<file path="config.mk">
export PLATFORM = sky130hd
export DESIGN_NAME = csc_muldiv
export DESIGN_NICKNAME = d
export VERILOG_FILES = /design/src/rtl/assert_macros.svh /design/src/rtl/csc_pkg.sv /design/src/rtl/csc_muldiv.sv
export SDC_FILE = /design/constraint.sdc
export NUM_CORES = 1
export LEC_CHECK = 0
export BUFFER_PORTS_ARGS = -buffer_cell sky130_fd_sc_hd__buf_2
export CORE_ASPECT_RATIO = 0.7
export CORE_MARGIN = 1.5
export CORE_UTILIZATION = 55
export CTS_CLUSTER_SIZE = 14
export DETAILED_ROUTE_END_ITERATION = 10
export GPL_TIMING_DRIVEN = 1
export HOLD_SLACK_MARGIN = 0.02
export PLACE_DENSITY = 0.75
export SYNTH_ARGS = -nofsm -noshare
export SYNTH_HDL_FRONTEND = slang
export SYNTH_SLANG_ARGS = --single-unit
</file>
<file path="constraint.sdc">
create_clock -name clk -period 5.1 [get_ports clk]
set_clock_uncertainty 0.15 [all_clocks]
set_input_delay 0.51 -clock clk [delete_from_list [all_inputs] [get_ports clk]]
set_output_delay 0.51 -clock clk [all_outputs]
set_load 0.03 [all_outputs]
</file>
<file path="src/rtl/assert_macros.svh">
// Assertion macros shared by the calculator RTL.
`ifndef ASSERT_MACROS_SVH
`define ASSERT_MACROS_SVH
`ifndef ASSERT_OFF
// Check an expression at every clock edge outside reset.
`define ASSERT_ALWAYS(lbl, clk, rstn, expr) \
    lbl: assert property (@(posedge clk) disable iff (!rstn) (expr)) \
        else $error("assertion failed");
// Check that a condition implies a consequence in the next cycle.
`define ASSERT_NEXT(lbl, clk, rstn, ante, cons) \
    lbl: assert property (@(posedge clk) disable iff (!rstn) (ante) |=> (cons)) \
        else $error("assertion failed");
`else
`define ASSERT_ALWAYS(lbl, clk, rstn, expr)
`define ASSERT_NEXT(lbl, clk, rstn, ante, cons)
`endif
`endif

</file>
<file path="src/rtl/csc_pkg.sv">
// Shared types, codes and defaults of the checked stack calculator.
`default_nettype none
package csc_pkg;
    localparam int DefStackDepth = 64;
    localparam int DefNumVars    = 16;
    localparam int DataW         = 64;
    localparam int MdCntW        = 7;

    typedef enum logic [3:0] {
        CMD_PUSH  = 4'd0,
        CMD_PUSHV = 4'd1,
        CMD_POP   = 4'd2,
        CMD_PEEK  = 4'd3,
        CMD_PRINT = 4'd4,
        CMD_ABS   = 4'd5,
        CMD_PLUS  = 4'd6,
        CMD_MINUS = 4'd7,
        CMD_MUL   = 4'd8,
        CMD_DIV   = 4'd9
    } cmd_t;

    typedef enum logic [2:0] {
        ST_OK    = 3'd0,
        ST_FEW   = 3'd1,
        ST_OVF   = 3'd2,
        ST_DIV0  = 3'd3,
        ST_UNDEF = 3'd4,
        ST_FULL  = 3'd5
    } status_t;

    typedef enum logic [3:0] {
        S_IDLE,
        S_DEC,
        S_VREAD,
        S_OPREAD,
        S_EXEC,
        S_WAIT,
        S_FETCH,
        S_LOAD,
        S_DONE
    } state_t;

    // Request from the sequencer to the shared multiply/divide unit.
    typedef struct packed {
        logic             start;
        logic             is_div;
        logic [DataW-1:0] a;
        logic [DataW-1:0] b;
    } md_req_t;

    // Answer of the multiply/divide unit.
    typedef struct packed {
        logic             done;
        logic             ovf;
        logic             div0;
        logic [DataW-1:0] result;
    } md_rsp_t;
endpackage
`default_nettype wire

</file>
<file path="src/rtl/csc_muldiv.sv">
// Iterative signed 64-bit multiply and divide, one bit per cycle.
`default_nettype none
module csc_muldiv (
    input  wire logic            clk,
    input  wire logic            rst_n,
    input  wire csc_pkg::md_req_t req,
    output csc_pkg::md_rsp_t     rsp
);
    localparam int W = csc_pkg::DataW;

    logic              busy_reg, busy_next;
    logic              done_reg, done_next;
    logic [csc_pkg::MdCntW-1:0] cnt_reg, cnt_next;
    logic              div_reg, div_next;
    logic              neg_reg, neg_next;
    logic              bz_reg, bz_next;
    logic [W-1:0]      mb_reg, mb_next;
    logic [W-1:0]      hi_reg, hi_next;
    logic [W-1:0]      lo_reg, lo_next;

    logic [W-1:0]      ma, mb;
    logic [W:0]        sum;
    logic [W:0]        opl, opr;

    // Take magnitudes of the operands
    assign ma = req.a[W-1] ? (~req.a + W'(1)) : req.a;
    assign mb = req.b[W-1] ? (~req.b + W'(1)) : req.b;

    // Share one 65-bit adder between the add step and the subtract step
    always_comb
    begin
        if (div_reg)
        begin
            opl = {hi_reg, lo_reg[W-1]};
            opr = ~{1'b0, mb_reg};
            sum = opl + opr + (W+1)'(1);
        end
        else
        begin
            opl = {1'b0, hi_reg};
            opr = lo_reg[0] ? {1'b0, mb_reg} : '0;
            sum = opl + opr;
        end
    end

    // Advance one step per cycle
    always_comb
    begin
        busy_next = busy_reg;
        done_next = 1'b0;
        cnt_next  = cnt_reg;
        div_next  = div_reg;
        neg_next  = neg_reg;
        bz_next   = bz_reg;
        mb_next   = mb_reg;
        hi_next   = hi_reg;
        lo_next   = lo_reg;
        if (req.start && !busy_reg)
        begin
            busy_next = 1'b1;
            cnt_next  = '0;
            div_next  = req.is_div;
            neg_next  = req.a[W-1] ^ req.b[W-1];
            bz_next   = (req.b == '0);
            mb_next   = mb;
            hi_next   = '0;
            lo_next   = ma;
        end
        else if (busy_reg)
        begin
            if (div_reg)
            begin
                hi_next = sum[W] ? opl[W-1:0] : sum[W-1:0];
                lo_next = {lo_reg[W-2:0], ~sum[W]};
            end
            else
            begin
                hi_next = sum[W:1];
                lo_next = {sum[0], lo_reg[W-1:1]};
            end
            cnt_next = cnt_reg + csc_pkg::MdCntW'(1);
            if (cnt_reg == csc_pkg::MdCntW'(W-1))
            begin
                busy_next = 1'b0;
                done_next = 1'b1;
            end
        end
    end

    always_ff @(posedge clk or negedge rst_n)
    begin
        if (!rst_n)
        begin
            busy_reg <= 1'b0;
            done_reg <= 1'b0;
            cnt_reg  <= '0;
        end
        else
        begin
            busy_reg <= busy_next;
            done_reg <= done_next;
            cnt_reg  <= cnt_next;
        end
    end

    always_ff @(posedge clk)
    begin
        div_reg <= div_next;
        neg_reg <= neg_next;
        bz_reg  <= bz_next;
        mb_reg  <= mb_next;
        hi_reg  <= hi_next;
        lo_reg  <= lo_next;
    end

    // Check the range of the magnitude and apply the sign
    always_comb
    begin
        rsp.done   = done_reg;
        rsp.div0   = div_reg && bz_reg;
        rsp.result = neg_reg ? (~lo_reg + W'(1)) : lo_reg;
        if (div_reg)
            rsp.ovf = !neg_reg && lo_reg[W-1];
        else
            rsp.ovf = (hi_reg != '0) ||
                      (lo_reg[W-1] && (!neg_reg || (lo_reg[W-2:0] != '0)));
    end
endmodule
`default_nettype wire

</file>
# [Word level (Yosys, flattened, before mapping)]
# Cells that the tools add are included.
[op_classes] addsub=7 eq_ne=1 n_mux=19 bitwise_logic=6 reduce_logical=12
[op_table] cell="$mux W64" count=8
[op_table] cell="$add A64 B1 Y64 const B" count=3
[op_table] cell="$not A64 Y64" count=3
[op_table] cell="$add A64 B64 Y65" count=1
[op_table] cell="$add A65 B1 Y65 const B" count=1
[op_table] cell="$add A65 B65 Y65" count=1
[op_table] cell="$mux W65" count=1
[op_table] cell="$not A64 Y65" count=1
[op_table] cell="$logic_not A64 Y1" count=1
[op_table] cell="$reduce_bool A64 Y1" count=1
[op_table] cell="$mux W63" count=1
[op_table] cell="$reduce_bool A63 Y1" count=1
[op_table] cell="$mux W7" count=2
[op_table] cell="$add A7 B1 Y7 const B" count=1
[op_table] cell="$eq A7 B6 Y1 const B" count=1
[op_table] cell="$mux W1" count=7
[op_table] cell="$logic_and A1 B1 Y1" count=4
[op_table] cell="$logic_not A1 Y1" count=2
[op_table] cell="$logic_or A1 B1 Y1" count=2
[op_table] cell="$reduce_bool A2 Y1" count=1
[op_table] cell="$not A1 Y1" count=1
[op_table] cell="$xor A1 B1 Y1" count=1
[totals] reg_bits=204 input_bits=132 out_inout_bits=67 wordCells=55

# [Logic depth before layout (Yosys ltp)]
[depth] ltp_word=8 ltp_mapped=16 ltp_nobuf=13

# [Least setup slack after synthesis]
# Ideal clock, no wire load.
[synth_path] path_kind="register to output" start="register lo_reg[13]" end="output rsp[62] in the netlist's numbering" t_arrival_ns=3.762 required_time_ns=4.440 path_slack_ns=0.678 path_stages_with_launch=11 n_path_buf=1 path_cell_list="edfxtp_1 -> or4_1 -> nor3_1 -> nand3_1 -> or2_1 -> or4_1 -> clkbuf_1 -> or3_1 -> or4_1 -> o41ai_2 -> xnor2_1"
[synth_lines] element="from (decl)" line_no="csc_muldiv.sv:19" rtl="logic [W-1:0] lo_reg, lo_next;"
[synth_lines] element="from (signal assigned)" line_no="csc_muldiv.sv:113" rtl="lo_reg <= lo_next;"
[synth_lines] element="to (decl)" line_no="csc_muldiv.sv:7" rtl="output csc_pkg::md_rsp_t rsp"

==> reports/results.txt <==
Status = completed
Worst slew pin tran = 1128 ps
DP Wirelength = 61.64 mm
Routability cong. = 1.037
CTS sink count = 204
Crit-path leading delay family = simple AND/OR/NAND/NOR gates
CP startpoint kind = flip-flop
Vias in the first global route = 20000
Final net count = 3037
Global-route wire length before repair = 116.8 mm
Core area = 37210 sq um
Mean Syn Cell Area = 7.897 sq um
Slew Viols, Final = 0
Final period util = 0.9926
Slew HR = 0.2482
Seq cells post-synth = 204
Total die area = 39010 sq um
Register area share after synthesis = 0.2615
Pin count of the biggest net entering global routing = 115
Crit path time final = 5062 ps
Num rows = 59
Critical-path top delay cell = or4_4
Crit-path max FO = 5
Worst path depth = 10
CP peak stage delay = 590 ps
Syn. warnings = 0
Cell Area, Synth = 20800 sq um
Clock latency on the worst-skew pair = 550 ps
Number of synthesized flops with an enable pin = 131
Worst Reg-to-Reg Cells = 14
Pwr Density = 638.5 nW/um^2
Synth area leader = edfxtp_1
Most common cell after layout, fill and taps aside = nand2_1
Leakage Power = 9.350 nW
Post-Route WL = 76.45 mm
Pre-antenna DRT Iters = 6
Critical Path RT = 4440 ps
TritonCTS clock tree = yes
# setup viols final = 0
Crit path kind = reg2out
Number of I/O port buffers = 198
Most used cell, CP = or4_4
Die H = 165.7 um
Critical Path End Type = output pin
Share of layout cells above drive strength 1 = 0.1216
Dpl ws = 161.8 ps
Ranking of synthesized cells by area = edfxtp_1 19%, xnor2_1 10%, ha_1 7.9%
Distinct cells, synth = 76
I/O pin count = 199
Post-Syn Instances = 2634
Hold-critical path depth = 1
Final hold viol count = 0
Initial DRC count = 2780
Clk buf depth = 3
Top-area cell type share of the netlist area = 0.1891
Die width = 235.4 um
Worst min path class = in2reg
Worst-path clk slew = 60 ps
Power Total = 14.80 mW
Syn nets = 2900
Total track usage = 0.3804
Post-route DRC = 0
Maximum clock rate = 0.1975 GHz
Clk root buf = clkbuf_16
Primary FF master, synth = edfxtp_1
Final ANT Viol Nets = 0
Crit path DAT = 4400 ps
Maxcap violations = 0
Crit path cell chain = or4_4, and4bb_2, nand3_2, or2_2, or4_4, or3_4, or4_4, o41ai_2, xnor2_1, buf_2
Detailed-route via count = 21720
Worst vdd ir = 407.9 uV
Initial antenna violation count = 8
Worst Slack Setup Final = 37.53 ps
TritonCTS Buffers = 23
CP bufs+invs = 1
Via density = 6.610
Asr flop ratio synth = 0.04412
Routed wire per std cell = 23.27 um
CTS H-tree depth = 1
Initial Util = 0.5591
Total gr overflow = 0
Most frequent cells in the layout = 319 x nand2_1, 251 x o21ai_0, 238 x xnor2_1
P&R area growth vs syn = 11.43%
## cells by family after synthesis
logic type / share of synthesized area
AO/OA/AOI/OAI: 0.2598
adder cells (fa/ha/maj): 0.08132
flip-flops: 0.2615
multiplexers: 0.03669
XOR/XNOR: 0.1251
buffers and inverters: 0.04770
AND/OR/NAND/NOR: 0.1879
## final timing paths
path                            start         end  slack (ps)
hold reg to reg            cnt_reg[6]    done_reg         350
min in group asynchronous       rst_n    done_reg         190
setup / recovery           lo_reg[19]     rsp[59]          40
setup reg to reg           lo_reg[63]  hi_reg[58]         480
max in group asynchronous       rst_n  cnt_reg[4]        4430
hold / removal                 req[0]   mb_reg[0]          70
## stage by stage
step	utilization	instance area, sq um	hold slack, ps	TNS [ps]	std cells
3_5_place_dp	0.5982	22260	219.5	0	3221
3_3_place_gp	0.5982	22260	215.0	0	3221
5_1_grt	0.6228	23170	54.08	-14.66	3284
6_report	0.6230	23180	70.17	0	3286
4_1_cts	0.6192	23040	50.55	-8.089	3265
2_1_floorplan	-	20800	64.41	0	2634
## layer usage
layer / share of wire / wire [um] / GRT usage
met1: 0.46 / 34840 / 0.5834
met2: 0.38 / 28960 / 0.5118
met3: 0.14 / 10770 / 0.1195
met4: 0.023 / 1790 / 0.07686
met5: 0.0011 / 82 / 0.01576
## worst reg2reg max path: stages, from the launching register on
cell	delay, ps
edfxtp_1	510
inv_1	120
ha_1	250
fa_1	410
nand2b_1	180
a21oi_1	300
o21ai_0	150
buf_4	180
a21oi_1	540
o21ai_0	290
a311oi_1	670
o2111ai_1	200
a21boi_0	200
o21ai_0	160
a21o_1	200
## repair_timing
action	CTS	global route
endpoints found under the hold margin	10	0
setup endpoints to repair	9	8
hold buffers	2	0
gates resized for setup	12	8
buffers inserted	0	11
pin swaps	0	5
## area by class of cell
type / count / area, sq um
Multi-Input combinational cell: 2168 / 14490
Fill cell: 3361 / 14030
Sequential cell: 204 / 5440
Timing Repair Buffer: 252 / 1441
Tap cell: 488 / 610.6
Clock buffer: 29 / 608.1
Inverter: 122 / 462.9
Clock inverter: 13 / 97.59
Antenna cell: 10 / 25.02
## where the power goes
| part | internal (mW) | switching [mW] | total (mW) |
|---|---|---|---|
| Sequential | 2.48 | 1.04 | 3.52 |
| Clock | 0.899 | 0.734 | 1.63 |
| Combinational | 3.62 | 6.03 | 9.65 |
| Total | 7.00 | 7.80 | 14.8 |
## cell usage after synthesis (28+ instances only)
| cell type | count |
|---|---|
| nand2_1 | 319 |
| o21ai_0 | 253 |
| xnor2_1 | 238 |
| a21oi_1 | 189 |
| nor2_1 | 184 |
| ha_1 | 132 |
| edfxtp_1 | 131 |
| clkbuf_1 | 127 |
| inv_1 | 120 |
| mux2i_1 | 74 |
| dfxtp_1 | 64 |
| o31ai_1 | 64 |
| xor2_1 | 59 |
| nand4_1 | 51 |
| a22oi_1 | 50 |
| a21o_1 | 48 |
| o221ai_1 | 44 |
| nand3_1 | 43 |
| or4_1 | 34 |
| or3_1 | 32 |
| nor3_1 | 31 |
| nor4_1 | 31 |
| o21bai_1 | 28 |
Note: power is estimated with default switching activity, not from simulation.
